==> src/rtl/fhyst_pkg.sv <==
// Shared types, tables and helpers for the fan level hysteresis block.
`default_nettype none
package fhyst_pkg;

	// Number of fan levels the sequencer may use; rows past the table reuse the last row.
	localparam int NUM_LEVELS = 7;
	localparam int ROWS       = 7;
	localparam int NUM_SENS   = 3;
	localparam int LEVEL_W    = $clog2(NUM_LEVELS + 1);
	localparam int ROW_W      = $clog2(ROWS);

	// Sensor order within the tables: SoC, charger, memory.
	localparam int SENS_SOC = 0;
	localparam int SENS_CHG = 1;
	localparam int SENS_MEM = 2;

	typedef logic signed [7:0] temp_t;
	typedef logic [LEVEL_W-1:0] level_t;
	typedef logic [ROW_W-1:0] row_t;

	// Step-up thresholds, [sensor][row].
	localparam logic signed [7:0] TRIG_TBL [NUM_SENS][ROWS] = '{
		'{8'sd47, 8'sd48, 8'sd49, 8'sd50, 8'sd51, 8'sd52, 8'sd100},
		'{8'sd58, 8'sd58, 8'sd58, 8'sd58, 8'sd59, 8'sd60, 8'sd100},
		'{8'sd48, 8'sd49, 8'sd50, 8'sd51, 8'sd52, 8'sd53, 8'sd100}
	};

	// Step-down thresholds, [sensor][row].
	localparam logic signed [7:0] REL_TBL [NUM_SENS][ROWS] = '{
		'{8'sd99, 8'sd46, 8'sd47, 8'sd48, 8'sd49, 8'sd50, 8'sd51},
		'{8'sd99, 8'sd99, 8'sd99, 8'sd99, 8'sd58, 8'sd58, 8'sd59},
		'{8'sd99, 8'sd47, 8'sd48, 8'sd49, 8'sd50, 8'sd51, 8'sd52}
	};

	localparam logic [15:0] RPM_TBL [ROWS] = '{
		16'd0, 16'd3400, 16'd4000, 16'd4300, 16'd4450, 16'd4700, 16'd5500
	};

	typedef struct packed {
		temp_t temp_soc;
		temp_t temp_charger;
		temp_t temp_memory;
		logic  system_on;
	} in_beat_t;

	typedef struct packed {
		logic [15:0] fan_rpm;
		logic [2:0]  fan_level;
		logic        applied;
	} out_beat_t;

	// What one sensor lane reports for the current level.
	typedef struct packed {
		logic fell;
		logic rose;
		logic below_rel;
		logic above_trig;
	} lane_flags_t;

	// Lane results combined across sensors.
	typedef struct packed {
		logic any_fell;
		logic any_rose;
		logic all_below;
		logic any_above;
	} merge_flags_t;

	// Table row used by a level: levels past the table share the last row.
	function automatic row_t row_of(input level_t lv);
		row_t r;
		if (int'(lv) >= ROWS) begin
			r = row_t'(ROWS - 1);
		end else begin
			r = row_t'(lv);
		end
		return r;
	endfunction

endpackage
`default_nettype wire

==> src/rtl/fhyst_lane.sv <==
// One sensor lane: compares a temperature with its history and the level thresholds.
`default_nettype none
module fhyst_lane (
	input  wire logic signed [7:0]   temp,
	input  wire logic signed [7:0]   prev,
	input  wire logic signed [7:0]   trig,
	input  wire logic signed [7:0]   rel,
	output fhyst_pkg::lane_flags_t   flags
);

	// Signed compares against history and the current row
	always_comb begin
		flags.fell       = temp < prev;
		flags.rose       = temp > prev;
		flags.below_rel  = temp < rel;
		flags.above_trig = temp > trig;
	end

endmodule
`default_nettype wire

==> src/rtl/fhyst_merge.sv <==
// Merge stage: folds the sensor lane flags into the step decisions.
`default_nettype none
module fhyst_merge (
	input  wire fhyst_pkg::lane_flags_t [fhyst_pkg::NUM_SENS-1:0] lanes,
	output fhyst_pkg::merge_flags_t                               merged
);

	// Down needs every sensor below release; up needs any above trigger
	always_comb begin
		merged.any_fell  = 1'b0;
		merged.any_rose  = 1'b0;
		merged.all_below = 1'b1;
		merged.any_above = 1'b0;
		for (int k = 0; k < fhyst_pkg::NUM_SENS; k++) begin
			merged.any_fell  = merged.any_fell | lanes[k].fell;
			merged.any_rose  = merged.any_rose | lanes[k].rose;
			merged.all_below = merged.all_below & lanes[k].below_rel;
			merged.any_above = merged.any_above | lanes[k].above_trig;
		end
	end

endmodule
`default_nettype wire

==> src/rtl/fan_level_hysteresis_table_core.sv <==
// Top level: fan level sequencer with hysteresis and RPM lookup.
//
// Input channel (in, in_valid, in_stall): one beat carries three signed
// temperatures and the system_on flag. Output channel (out, out_valid,
// out_stall): one beat per input beat with fan_rpm, fan_level and applied.
// A beat is taken on an edge where valid is high and stall is low.
//
// Sequence: a decide state, then a walk state that takes one level step at
// a time and ends with the step that stops the walk, then a finish state
// that loads the output register. The walk is skipped when the system is
// off or no temperature moved. The walk over the level table is the limit:
// three sensor lanes check one level a cycle. One beat is in work at a
// time; in_stall is high from acceptance until the result is loaded into
// the output register, so the core takes no new input beat before it is
// through with the last one.
//
// Reset clears the level and stored temperatures to zero and empties the
// output register. A stalled receiver holds the result in the output
// register; a new beat may be accepted meanwhile and waits at its final
// cycle until the register frees.
`default_nettype none
module fan_level_hysteresis_table_core (
	input  wire logic                  clk,
	input  wire logic                  arst_n,
	input  wire fhyst_pkg::in_beat_t   in,
	input  wire logic                  in_valid,
	output logic                       in_stall,
	output fhyst_pkg::out_beat_t       out,
	output logic                       out_valid,
	input  wire logic                  out_stall
);

	typedef enum logic [1:0] {
		ST_IDLE,
		ST_DECIDE,
		ST_WALK,
		ST_FINISH
	} state_t;

	state_t state_q;
	logic   down_q;
	logic   on_q;

	fhyst_pkg::level_t level_q;
	fhyst_pkg::temp_t  temps_q [fhyst_pkg::NUM_SENS];
	fhyst_pkg::temp_t  prev_q  [fhyst_pkg::NUM_SENS];
	fhyst_pkg::out_beat_t out_q;
	logic out_valid_q;

	fhyst_pkg::row_t row;
	fhyst_pkg::lane_flags_t [fhyst_pkg::NUM_SENS-1:0] lane_flags;
	fhyst_pkg::merge_flags_t merged;
	fhyst_pkg::level_t level_clamped;
	logic out_free;
	logic load_out;
	logic at_top;
	logic at_bottom;

	assign row = fhyst_pkg::row_of(level_q);

	// Sensor lanes against the row of the current level
	for (genvar k = 0; k < fhyst_pkg::NUM_SENS; k++) begin : g_lane
		fhyst_lane u_lane (
			.temp  (temps_q[k]),
			.prev  (prev_q[k]),
			.trig  (fhyst_pkg::TRIG_TBL[k][row]),
			.rel   (fhyst_pkg::REL_TBL[k][row]),
			.flags (lane_flags[k])
		);
	end

	fhyst_merge u_merge (
		.lanes  (lane_flags),
		.merged (merged)
	);

	// Walk limits and final clamp
	assign at_top    = level_q >= fhyst_pkg::level_t'(fhyst_pkg::NUM_LEVELS);
	assign at_bottom = level_q == '0;
	assign level_clamped = at_top ? fhyst_pkg::level_t'(fhyst_pkg::NUM_LEVELS - 1) : level_q;

	assign out_free  = !out_valid_q || !out_stall;
	assign load_out  = (state_q == ST_FINISH) && out_free;
	assign in_stall  = state_q != ST_IDLE;
	assign out       = out_q;
	assign out_valid = out_valid_q;

	// Sequencer, level state and output register
	always_ff @(posedge clk or negedge arst_n) begin
		if (!arst_n) begin
			state_q     <= ST_IDLE;
			level_q     <= '0;
			down_q      <= 1'b0;
			on_q        <= 1'b0;
			out_q       <= '0;
			out_valid_q <= 1'b0;
			for (int k = 0; k < fhyst_pkg::NUM_SENS; k++) begin
				prev_q[k]  <= '0;
				temps_q[k] <= '0;
			end
		end else begin
			// Output valid: set on load, cleared once the beat is taken
			if (load_out) begin
				out_valid_q <= 1'b1;
			end else if (out_valid_q && !out_stall) begin
				out_valid_q <= 1'b0;
			end
			unique case (state_q)
				ST_IDLE: begin
					if (in_valid) begin
						temps_q[fhyst_pkg::SENS_SOC] <= in.temp_soc;
						temps_q[fhyst_pkg::SENS_CHG] <= in.temp_charger;
						temps_q[fhyst_pkg::SENS_MEM] <= in.temp_memory;
						on_q    <= in.system_on;
						state_q <= ST_DECIDE;
					end
				end
				ST_DECIDE: begin
					// Falling temperature takes priority over rising
					down_q <= merged.any_fell;
					if (on_q && (merged.any_fell || merged.any_rose)) begin
						state_q <= ST_WALK;
					end else begin
						state_q <= ST_FINISH;
					end
				end
				ST_WALK: begin
					if (down_q) begin
						if (!at_bottom && merged.all_below) begin
							level_q <= level_q - fhyst_pkg::level_t'(1);
						end else begin
							state_q <= ST_FINISH;
						end
					end else begin
						if (!at_top && merged.any_above) begin
							level_q <= level_q + fhyst_pkg::level_t'(1);
						end else begin
							state_q <= ST_FINISH;
						end
					end
				end
				ST_FINISH: begin
					if (load_out) begin
						if (on_q) begin
							level_q <= level_clamped;
							for (int k = 0; k < fhyst_pkg::NUM_SENS; k++) begin
								prev_q[k] <= temps_q[k];
							end
						end
						out_q.fan_rpm   <= fhyst_pkg::RPM_TBL[fhyst_pkg::row_of(level_clamped)];
						out_q.fan_level <= 3'(level_clamped);
						out_q.applied   <= on_q;
						state_q         <= ST_IDLE;
					end
				end
				default: begin
					state_q <= ST_IDLE;
				end
			endcase
		end
	end

endmodule
`default_nettype wire

==> config.mk <==
export PLATFORM = sky130hd
export DESIGN_NAME = fan_level_hysteresis_table_core
export DESIGN_NICKNAME = d
export VERILOG_FILES = /design/src/rtl/fhyst_pkg.sv /design/src/rtl/fhyst_lane.sv /design/src/rtl/fhyst_merge.sv /design/src/rtl/fan_level_hysteresis_table_core.sv
export SDC_FILE = /design/constraint.sdc
export NUM_CORES = 1
export LEC_CHECK = 0
export BUFFER_PORTS_ARGS = -buffer_cell sky130_fd_sc_hd__buf_4
export CORE_ASPECT_RATIO = 1.1
export CORE_UTILIZATION = 54
export DETAILED_ROUTE_END_ITERATION = 8
export GPL_ROUTABILITY_DRIVEN = 0
export PLACE_DENSITY = 0.77
export SLEW_MARGIN = 15
export SYNTH_ARGS = -nofsm -noshare
export SYNTH_HDL_FRONTEND = slang
export SYNTH_HIERARCHICAL = 1
export SYNTH_SLANG_ARGS = --single-unit
==> constraint.sdc <==
create_clock -name clk -period 3.1 [get_ports clk]
set_clock_uncertainty 0.1 [all_clocks]
set_input_delay 0.62 -clock clk [delete_from_list [all_inputs] [get_ports clk]]
set_output_delay 0.62 -clock clk [all_outputs]
set_load 0.005 [all_outputs]
# Yosys cells after proc, flatten, opt, wreduce, memory -nomap -nowiden

Memory sizes are Yosys's and may differ from the RTL's. A register that Yosys moved wholly into a read port is not among the register bits.
Cells that the tools add are included.

Div/mod/pow operators: 0
Bitwise operators: 10
Reductions and logical operators: 22
Order comparisons: 16
Shift-type cells: 0
Equality and inequality tests: 10
Multiply operators: 0
Add/subtract/negate cells: 2
Muxes and demuxes: 32

Operators with widths:

| kind                | number |
|---|---|
| $mux 8              | 12 |
| $gt 8x8->1          | 6 |
| $lt 8x8->1          | 6 |
| $mux 3              | 10 |
| $ne 3x3->1 const B  | 4 |
| $mux 2              | 5 |
| $ge 3x3->1 const B  | 3 |
| $not 3->4           | 2 |
| $pmux 2 s4          | 1 |
| $ne 2x2->1 const B  | 3 |
| $or 1x1->1          | 6 |
| $pmux 3 s2          | 1 |
| $reduce_bool 2->1   | 3 |
| $logic_and 1x1->1   | 5 |
| $logic_not 1->1     | 5 |
| $reduce_and 5->1    | 1 |
| $eq 2x2->1 const B  | 2 |
| $ge 4x4->1 const B  | 1 |
| $reduce_and 2->1    | 2 |
| $reduce_and 4->1    | 1 |
| $add 3x1->3 const B | 1 |
| $logic_not 3->1     | 1 |
| $mux 1              | 3 |
| $reduce_and 3->1    | 1 |
| other kinds (5)     | 7 |

Register bits: 60
Output and inout bits: 22
Logic and storage cells: 112
Memories kept: 7
Latch bits: 0
RAM bits: 0
Bits in read-only memories: 512

Memory list:

| memory          | words | bits a word | rd ports | clocked after memory_dff | wr ports | RTL line                               | text |
|---|---|---|---|---|---|---|---|
| (no name shown) | 8     | 16          | 1        | 1                        | 0        | fan_level_hysteresis_table_core.sv:150 | `out_q.fan_rpm <= fhyst_pkg::RPM_TBL[fhyst_pkg::row_of(level_clamped)];` |
| (no name shown) | 8     | 8           | 1        | 0                        | 0        | fan_level_hysteresis_table_core.sv:67  | `.rel (fhyst_pkg::REL_TBL[k][row]),` |
| (no name shown) | 8     | 8           | 1        | 0                        | 0        | fan_level_hysteresis_table_core.sv:66  | `.trig (fhyst_pkg::TRIG_TBL[k][row]),` |
| (no name shown) | 8     | 8           | 1        | 0                        | 0        | fan_level_hysteresis_table_core.sv:67  |  |
| (no name shown) | 8     | 8           | 1        | 0                        | 0        | fan_level_hysteresis_table_core.sv:66  |  |
| (no name shown) | 8     | 8           | 1        | 0                        | 0        | fan_level_hysteresis_table_core.sv:67  |  |
| 1 more memories | --    | --          | --       | --                       | --       | --                                     |  |

# Depth between registers and ports, before layout

Gate-level depths: netlist (run 1).

Depth in word-level cells: 13
Depth in mapped cells: 20
Gate-level depth less buffers: 18

# Cells and area by module

The synthesis (run 1) kept the hierarchy.

By module, submodules not included:

| module                          | seq. area each (sq um) | area an instance (sq um) | cells each | instances |
|---|---|---|---|---|
| fan_level_hysteresis_table_core | 1801.7                 | 3123.0                   | 252        | 1 |
| fhyst_lane                      | 0.0                    | 611.8                    | 87         | 3 |
| fhyst_merge                     | 0.0                    | 25.0                     | 4          | 1 |

# Worst setup path before layout (run 1)

No wires, ideal clock.

Path kind: register to register
Start: register level_q[2]
End: register state_q[0]
Data required time: 2.874 ns
Cell stages (with the launch flop): 21
Clock period less this slack: 3.287 ns
Slack: -0.187 ns
Arrival time: 3.061 ns
Path buffers: 2
Cells stage by stage: dfrtp_1 > buf_2 > and2_1 > clkbuf_1 > inv_2 > nand2_1 > inv_2 > ha_1 > or2_2 > nand2_1 > inv_1 > ha_1 > nand2_1 > o21ai_0 > a21oi_1 > a2bb2oi_1 > and3_1 > and3_1 > a32oi_4 > and2_1 > a21oi_1

RTL lines:

| element                  | RTL line                               | text |
|---|---|---|
| start: declaration       | fan_level_hysteresis_table_core.sv:44  | `fhyst_pkg::level_t level_q;` |
| start signal: assignment | fan_level_hysteresis_table_core.sv:130 | `level_q <= level_q - fhyst_pkg::level_t'(1);` |
| start signal: assignment | fan_level_hysteresis_table_core.sv:136 | `level_q <= level_q + fhyst_pkg::level_t'(1);` |
| start signal: assignment | fan_level_hysteresis_table_core.sv:145 | `level_q <= level_clamped;` |
| end signal: assignment   | fan_level_hysteresis_table_core.sv:91  | `state_q <= ST_IDLE;` |
| end signal: assignment   | fan_level_hysteresis_table_core.sv:115 | `state_q <= ST_DECIDE;` |
| end signal: assignment   | fan_level_hysteresis_table_core.sv:122 | `state_q <= ST_WALK;` |
| end: declaration         | fan_level_hysteresis_table_core.sv:40  | `state_t state_q;` |

==> results.sh, run 1 <==
export IMPL_vias_per_cell=5.40
export IMPL_cts_num_sinks=72
export IMPL_cts_hold_buf=0
export IMPL_combPwrFrac_pct=61.4
export IMPL_start_kind="register"
export IMPL_drc_errors=0
export IMPL_routed_via_count=3827
export IMPL_num_antenna_cells=0
export IMPL_r2r_cells=12
export IMPL_syn_avg_cell_area_um2=9.64
export IMPL_worst_ep_required_time_ns=3.24
export IMPL_peakVddDrop_mv=0.504
export IMPL_grt_pass1_vias=3761
export IMPL_ys_ff_latch=72
export IMPL_p_seq_share_pct=28.8
export IMPL_fp_dieArea_um2=9620
export IMPL_ys_warn_count=6
export IMPL_status="finished clean"
export IMPL_highest_layer="met4"
export IMPL_dp_hpwl_um=7640
export IMPL_coreArea_um2=8920
export IMPL_cap_violations=0
export IMPL_ant_nets=0
export IMPL_layout_drive_gt1_share_pct=24.7
export IMPL_cts_buffers=9
export IMPL_area_growth_pct=18.2
export IMPL_setup_viol_count_final=0
export IMPL_finalMaxSlewViolations=0
export IMPL_htreeDepth=3
export IMPL_worst_path_max_fanout=6
export IMPL_timing_final_ws_setup_ns=0.0712
export IMPL_synth_seq_area_share_pct=36.2
export IMPL_numPortBuffers=46
export IMPL_initial_core_util_pct=55.9
export IMPL_final_core_util_pct=66.0
export IMPL_relSlewSlack_pct=41.3
export IMPL_power_w=0.00653
export IMPL_cts_tree="built"
export IMPL_cts_root_buffer="clkbuf_8"
export IMPL_path_clk_slew_ns=0.07
export IMPL_crit_arrival_ns=3.17
export IMPL_fin_crit_sh_pct=97.7
export IMPL_synth_edf_count=0
export IMPL_hold_viol_final=0
export IMPL_dieWidth_um=93.6
export IMPL_pwr_share_clk_pct=9.9
export IMPL_internal_power_w=0.00372
export IMPL_tightest_slew_ns=0.881
export IMPL_worst_r2r_setup_slack_ns=0.07
export IMPL_tns_ns=0
export IMPL_antenna_found_initial=0
export IMPL_drt_pass1_iter_count=4
export IMPL_routed_wl_um=10100
export IMPL_num_io_pins=51
export IMPL_clk_latency_ns=0.35
export IMPL_dr_wl_met2_um=4860
export IMPL_hold_path_class="primary input to async pin"
export IMPL_overflow=0
export IMPL_p_sw_share_pct=43.1
export IMPL_grt_max_degree=73
export IMPL_async_reset_ff_share_pct=100
export IMPL_crit_type="register to register"
export IMPL_synthesis_area_um2=4980
export IMPL_track_usage_pct=23.2
export IMPL_synth_top_flop_cell="dfrtp_1"
export IMPL_finalCriticalPeriod_ns=3.03
export IMPL_routedWlPerCell_um=14.2
export IMPL_reg2reg_to="state_q[0]$_DFFE_PN0P_"
export IMPL_final_nets=700
export IMPL_end_kind="register"
export IMPL_rr_startpoint="level_q[2]$_DFFE_PN0P_"
export IMPL_total_leakage_power_nw=3.04
export IMPL_grt_pass1_wl_um=17200
export IMPL_mostFrequentLayoutCell="inv_1"
export IMPL_syn_inst=517
export IMPL_rows=36
export IMPL_synthDistinctLibCells=45
export IMPL_power_switching_w=0.00281
export IMPL_p_per_area_nw_per_um2=1110
export IMPL_max_freq_mhz=330
export IMPL_most_common_layout_cells="inv_1 (90), ha_1 (72), dfrtp_1 (72)"
export IMPL_drtIter0Drc=147
export IMPL_die_h_um=103
export IMPL_rsz0062_at_grt="true"
export IMPL_clockBufferDepth=2
export IMPL_post_place_ws_ns=-0.00286
export IMPL_wl_met1_um=4550
export IMPL_dr_wl_met3_um=383
==> worst max-delay path: stages, from the launching register on <==
cell      delay [ns]
dfrtp_1         0.41
or3_4           0.42
inv_2           0.09
inv_1           0.07
ha_4            0.22
a211oi_2        0.20
nor2_1          0.07
o31ai_1         0.22
a31oi_1         0.12
or3_4           0.41
a32oi_4         0.33
and2_4          0.21
a21oi_2         0.04
==> timing repair <==
action,CTS,global route
endpoints found under the setup margin,4,5
setup buffers,0,4
gates resized for setup,2,25
pin swaps,2,15
==> flip-flops by register name, indices dropped and copies added (netlist names) <==
| signal | flops |
|---|---|
| out_valid | 1 |
| out | 16 |
| down_q | 1 |
| temps_q | 24 |
| on_q | 1 |
| level_q | 3 |
| state_q | 2 |
| prev_q | 24 |
==> cells by family (layout without fill, tap and decap cells) <==
family,after synthesis,count (layout),synth area share (%)
other,2,19,0.151
AND/OR/NAND/NOR,107,107,10.9
buffers and inverters,114,175,9.19
adder cells (fa/ha/maj),78,78,19.7
multiplexers,53,53,12.0
XOR/XNOR,2,2,0.352
flip-flops,72,72,36.2
AO/OA/AOI/OAI,89,89,11.5
==> through the flow <==
step | cells | hold slack [ns] | instance area, um^2
after floorplan | 534 | 0.224 | 5070
after global placement | 692 | 0.363 | 5570
after detailed placement | 692 | 0.369 | 5570
after CTS | 705 | 0.333 | 5730
after global routing | 709 | 0.376 | 5890
final | 709 | 0.304 | 5890
==> power by group through the flow <==
stage	logic, W	registers (W)	clock network (W)
finish	0.00401	0.00188	0.000646
detailed placement	0.00370	0.00188	0
global placement	0.00349	0.00186	0
floorplan	0.00272	0.00174	0
CTS	0.00374	0.00187	0.000663
global route	0.00457	0.00195	0.000706
==> how the worst max path moves through the flow <==
stage                                  end              startpoint  slack, ns
floorplan           state_q[0]$_DFFE_PN0P_  level_q[2]$_DFFE_PN0P_      0.006
global placement    state_q[0]$_DFFE_PN0P_  level_q[0]$_DFFE_PN0P_       0.10
detailed placement  state_q[0]$_DFFE_PN0P_  level_q[2]$_DFFE_PN0P_     -0.003
CTS                 state_q[0]$_DFFE_PN0P_  level_q[2]$_DFFE_PN0P_       0.02
global route        state_q[0]$_DFFE_PN0P_  level_q[1]$_DFFE_PN0P_      -0.04
finish              state_q[0]$_DFFE_PN0P_  level_q[2]$_DFFE_PN0P_       0.07
==> Yosys cell counts (5+ instances only) <==
cell type | n | area [um^2]
dfrtp_1 | 72 | 1800
nand2b_1 | 10 | 62.6
o31ai_1 | 5 | 37.5
o211ai_1 | 6 | 45.0
ha_1 | 77 | 963
clkbuf_1 | 7 | 26.3
mux2_1 | 18 | 203
o21ai_0 | 23 | 115
and4_1 | 6 | 52.6
buf_2 | 6 | 30.0
nand4_1 | 10 | 62.6
nor2_1 | 19 | 71.3
nand2_1 | 34 | 128
inv_1 | 93 | 349
nand3_1 | 8 | 40.0
nor2b_1 | 7 | 43.8
a21oi_1 | 25 | 125
o21ai_1 | 5 | 25.0
mux2_2 | 34 | 383
==> layer usage <==
layer | vias up | track usage [%]
met1 | 1852 | 28.3
li1 | 1884 | -
met3 | 19 | 5.38
met4 | 0 | 11.5
met2 | 72 | 38.7
met5 | - | 0
==> cell type report <==
cell class / instances / area (um^2)
inverters: 96 / 365
well taps: 114 / 143
repair buffers: 66 / 499
multi-input cells: 348 / 2920
clock inverters: 1 / 5.00
clock buffers: 12 / 155
flip-flops and latches: 72 / 1800
fillers: 693 / 3030
Note: power is estimated with default switching activity, not from simulation.
==> run 2, diff against run 1 <==
CORE_UTILIZATION = 56   (was 54)
CTS_BUF_LIST = sky130_fd_sc_hd__clkbuf_2 sky130_fd_sc_hd__clkbuf_4 sky130_fd_sc_hd__clkbuf_8   (was unset)
PLACE_DENSITY = 0.79   (was 0.77)
==> run 2 against run 1 <==
Net effect: the run now ends with negative setup slack left; non-clock buffer count is 6 lower; routed wire length is 11% higher; critical path depth is 1 higher; highest routed layer unchanged.
==> results.sh, run 2 (synthesis results as in run 1) <==
export IMPL_status="complete, but fails checks"
export IMPL_failed_checks="negative setup slack"
export IMPL_hold_viol_final=0
export IMPL_tightest_slew_ns=0.894
export IMPL_timing_final_ws_setup_ns=-0.183
export IMPL_final_nets=694
export IMPL_mostFrequentLayoutCell="inv_1"
export IMPL_coreArea_um2=8500
export IMPL_numPortBuffers=46
export IMPL_dp_hpwl_um=7740
export IMPL_routed_via_count=3865
export IMPL_most_common_layout_cells="inv_1 (89), ha_1 (72), dfrtp_1 (72)"
export IMPL_start_kind="register"
export IMPL_routedWlPerCell_um=15.9
export IMPL_num_antenna_cells=0
export IMPL_overflow=0
export IMPL_drc_errors=0
export IMPL_ant_nets=0
export IMPL_p_per_area_nw_per_um2=1160
export IMPL_initial_core_util_pct=58.7
export IMPL_rsz0062_at_grt="true"
export IMPL_max_freq_mhz=305
export IMPL_tns_ns=-0.814
export IMPL_end_kind="register"
export IMPL_cts_tree="built"
export IMPL_cts_root_buffer="clkbuf_8"
export IMPL_cts_num_sinks=72
export IMPL_antenna_found_initial=0
export IMPL_layout_drive_gt1_share_pct=24.2
export IMPL_dp_cells=683
export IMPL_crit_type="register to register"
export IMPL_cap_violations=0
export IMPL_cts_hold_buf=0
export IMPL_peakVddDrop_mv=0.505
export IMPL_cts_buffers=9
export IMPL_final_core_util_pct=69.5
export IMPL_finalMaxSlewViolations=0
export IMPL_power_w=0.00684
export IMPL_relSlewSlack_pct=40.4
export IMPL_clockBufferDepth=2
export IMPL_fin_cells=703
export IMPL_clk_latency_ns=0.36
export IMPL_die_h_um=101
export IMPL_grt_max_degree=73
export IMPL_rows=35
export IMPL_grt_pass1_wl_um=17800
export IMPL_dieWidth_um=91.9
export IMPL_setup_viol_count_final=5
export IMPL_total_leakage_power_nw=3.03
export IMPL_path_clk_slew_ns=0.08
export IMPL_num_io_pins=51
export IMPL_grt_pass1_vias=3860
export IMPL_finalCriticalPeriod_ns=3.28
export IMPL_area_growth_pct=18.6
export IMPL_drt_pass1_iter_count=5
export IMPL_track_usage_pct=24.6
export IMPL_worst_ep_required_time_ns=3.24
export IMPL_hold_path_class="primary input to async pin"
export IMPL_routed_wl_um=11200
export IMPL_r2r_cells=13
export IMPL_htreeDepth=3
export IMPL_crit_arrival_ns=3.43
export IMPL_vias_per_cell=5.50
export IMPL_fin_crit_sh_pct=106
export IMPL_drtIter0Drc=160
export IMPL_worst_path_max_fanout=6
export IMPL_fp_dieArea_um2=9280
==> run 2: cell count changes in the layout (fill, tap and decap cells not counted), moves of 2 or more <==
cell        previous run  this run
buf_4                 65        59
clkinvlp_4             0         3
a21oi_2                3         1
bufinv_16              0         2
a21oi_1               22        24
o21ai_0               22        20
==> run 2: critical path, stage by stage (launching register included) <==
cell	delay [ns]
dfrtp_1	0.43
or3_4	0.46
inv_4	0.09
nor2_1	0.04
inv_1	0.09
ha_4	0.21
o21ai_2	0.13
nor2_1	0.07
o31ai_1	0.31
a31oi_1	0.17
or3_1	0.44
a32oi_4	0.36
and2_4	0.22
a21oi_2	0.05
==> run 2: final timing paths <==
| kind | start | slack (ns) | end |
|---|---|---|---|
| setup / recovery | level_q[1]$_DFFE_PN0P_ | -0.18 | state_q[0]$_DFFE_PN0P_ |
| hold / removal | arst_n | 0.26 | out[3]$_DFFE_PN0P_ |
| setup reg to reg | level_q[1]$_DFFE_PN0P_ | -0.18 | state_q[0]$_DFFE_PN0P_ |
| hold reg to reg | out[0]$_DFFE_PN0P_ | 0.38 | out[0]$_DFFE_PN0P_ |
| max in group asynchronous | arst_n | 2.02 | prev_q[10]$_DFFE_PN0P_ |
| min in group clk | out[0]$_DFFE_PN0P_ | 0.38 | out[0]$_DFFE_PN0P_ |
==> run 2: cell type report <==
type	instances	area, um^2
Inverter	96	372
Tap cell	111	139
Clock inverter	4	75.1
Multi-Input combinational cell	348	2890
Sequential cell	72	1800
Clock buffer	12	165
Timing Repair Buffer	60	463
Fill cell	640	2590
==> run 2: what timing repair did <==
item,CTS,global route
gates resized for setup,1,29
pin swaps,1,16
buffers inserted,0,4
setup endpoints to repair,1,5
hold endpoints to repair,0,0
==> run 2: report_power, final <==
part	leakage, nW	internal, W	switching (W)
logic	2.06	0.00194	0.00213
registers	0.861	0.00142	0.000473
clock network	0.115	0.000519	0.000354
==> run 2: per-layer routing <==
layer | part of all wire, % | global-route usage, %
met5 | 0 | 0
met4 | 3.4 | 11.4
met3 | 4.3 | 4.30
met2 | 49 | 42.6
met1 | 43 | 30.0
==> run 2: stage by stage <==
stage	hold WS (ns)	worst slack, ns	area (um^2)
floorplan	0.224	0.00638	5070
global placement	0.361	0.108	5520
detailed placement	0.369	0.00222	5520
CTS	0.313	0.0174	5760
global route	0.359	-0.300	5910
finish	0.257	-0.183	5910
==> run 3, diff against run 2 <==
BUFFER_PORTS_ARGS = -buffer_cell sky130_fd_sc_hd__clkbuf_2   (was -buffer_cell sky130_fd_sc_hd__buf_4)
==> run 3 against run 2 <==
Net effect: the run still ends with negative setup slack left; sequential cell count is the same; first-iteration DRC count grew 55%; hold slack lost 0.048 ns; die area is the same; global-route usage grew 0.073 points; core utilization grew 0.77 points; critical path depth grew 3; critical endpoint is now level_q[0]$_DFFE_PN0P_; largest cell class unchanged.
==> results.sh, run 3 (synthesis results as in run 1) <==
export IMPL_status="complete, but fails checks"
export IMPL_failed_checks="negative setup slack"
export IMPL_routed_wl_um=11600
export IMPL_critPathTopFamily="compound AO/OA/AOI/OAI gates"
export IMPL_rows=35
export IMPL_drt_pass1_iter_count=5
export IMPL_final_core_util_pct=70.3
export IMPL_max_freq_mhz=308
export IMPL_drc_errors=0
export IMPL_grt_pass1_vias=3950
export IMPL_hold_viol_final=0
export IMPL_max_stage_delay_ns=0.42
export IMPL_die_h_um=101
export IMPL_routed_via_count=4071
export IMPL_worst_path_buf_inv=2
export IMPL_htreeDepth=3
export IMPL_cts_root_buffer="clkbuf_8"
export IMPL_crit_top_cell="a2bb2oi_1"
export IMPL_crit_type="register to register"
export IMPL_cts_hold_buf=0
export IMPL_dieWidth_um=91.9
export IMPL_clockBufferDepth=2
export IMPL_vias_per_cell=5.69
export IMPL_cts_tree="built"
export IMPL_total_leakage_power_nw=3.05
export IMPL_ant_nets=0
export IMPL_whs_ns=0.208
export IMPL_grt_pass1_wl_um=18000
export IMPL_worst_r2r_setup_slack_ns=-0.15
export IMPL_antenna_found_initial=0
export IMPL_most_common_layout_cells="inv_1 (87), dfrtp_1 (72), ha_1 (69)"
export IMPL_grt_max_degree=42
export IMPL_dp_hpwl_um=7980
export IMPL_r2r_cells=16
export IMPL_overflow=0
export IMPL_final_nets=706
export IMPL_fin_cells=715
export IMPL_fp_dieArea_um2=9280
export IMPL_track_usage_pct=24.7
export IMPL_routedWlPerCell_um=16.2
export IMPL_power_w=0.00703
export IMPL_clk_latency_ns=0.35
export IMPL_critPathSlowestCell="dfrtp_1"
export IMPL_p_per_area_nw_per_um2=1180
export IMPL_cts_buffers=9
export IMPL_drtIter0Drc=248
export IMPL_reg2reg_to="level_q[0]$_DFFE_PN0P_"
export IMPL_peakVddDrop_mv=0.493
export IMPL_coreArea_um2=8500
export IMPL_worst_path_max_fanout=6
export IMPL_start_kind="register"
export IMPL_end_kind="register"
export IMPL_num_io_pins=51
export IMPL_rr_startpoint="level_q[2]$_DFFE_PN0P_"
export IMPL_finalMaxSlewViolations=0
export IMPL_setup_viol_count_final=5
export IMPL_numPortBuffers=46
export IMPL_fin_crit_sh_pct=105
export IMPL_crit_arrival_ns=3.42
export IMPL_num_antenna_cells=0
export IMPL_relSlewSlack_pct=48.4
export IMPL_layout_drive_gt1_share_pct=28.1
export IMPL_hold_path_class="primary input to async pin"
export IMPL_worst_ep_required_time_ns=3.27
export IMPL_post_place_ws_ns=-0.0796
export IMPL_timing_final_ws_setup_ns=-0.146
export IMPL_area_growth_pct=19.9
export IMPL_path_clk_slew_ns=0.08
export IMPL_mostFrequentLayoutCell="inv_1"
export IMPL_cap_violations=0
export IMPL_finalCriticalPeriod_ns=3.25
export IMPL_cts_num_sinks=72
export IMPL_initial_core_util_pct=58.7
export IMPL_path_cells="and2_4 > inv_4 > nand2_4 > ha_1 > nor2_2 > inv_2 > ha_4 > nand2_1 > o21ai_2 > a21oi_1 > a2bb2oi_1 > and3_1 > and3_4 > a32oi_4 > o21ai_1 > a2bb2oi_1"
export IMPL_tightest_slew_ns=0.773
export IMPL_dp_cells=684
[run 3: cell count changes in the layout (fill, tap and decap cells not counted), moves of 3 or more]
cell and delta:
buf_4 -39, clkbuf_2 +45, a21oi_1 -3, a21oi_2 +3, ha_1 -3, ha_4 +4
[run 3: timing repair]
action,4_1_cts,5_1_grt
pin swaps,9,25
cloned,0,0
buffers inserted,1,14
setup endpoints to repair,5,5
resized for setup,13,37
endpoints found under the hold margin,0,0
[run 3: cell type report]
class / count / area, um^2
clock buffer: 12 / 165
clock inverter: 4 / 27.5
fill: 605 / 2520
inverter: 96 / 372
multi-input combinational: 348 / 2990
sequential: 72 / 1800
tap: 111 / 139
timing repair buffer: 72 / 478
[run 3: how the worst max path moves through the flow]
stage	start	end	slack (ns)	depth (start not counted)
after CTS	level_q[2]$_DFFE_PN0P_	state_q[1]$_DFFE_PN0P_	0.005	18
after floorplan	level_q[2]$_DFFE_PN0P_	state_q[0]$_DFFE_PN0P_	0.006	18
after global routing	level_q[1]$_DFFE_PN0P_	level_q[0]$_DFFE_PN0P_	-0.20	16
after global placement	level_q[0]$_DFFE_PN0P_	state_q[0]$_DFFE_PN0P_	0.07	12
after detailed placement	level_q[1]$_DFFE_PN0P_	level_q[2]$_DFFE_PN0P_	-0.08	15
final	level_q[2]$_DFFE_PN0P_	level_q[0]$_DFFE_PN0P_	-0.15	16
[run 3: power breakdown]
part,switching [W],internal (W)
clock,0.000363,0.000355
combinational,0.00231,0.00211
sequential,0.000469,0.00142
total,0.00315,0.00388
[run 3: stage by stage]
stage / setup TNS (ns) / instance area (um^2)
finish: -0.616 / 5970
global route: -0.878 / 5970
CTS: 0 / 5710
detailed placement: -0.293 / 5450
global placement: 0 / 5450
floorplan: 0 / 5070
[run 3: metal layers]
layer / global-route usage (%) / wire [um] / vias to the layer above
met2: 40.3 / 5510 / 174
li1: - / - / 1897
met1: 30.5 / 4770 / 1939
met5: 0 / 0 / -
met4: 12.9 / 607 / 0
met3: 6.03 / 664 / 61
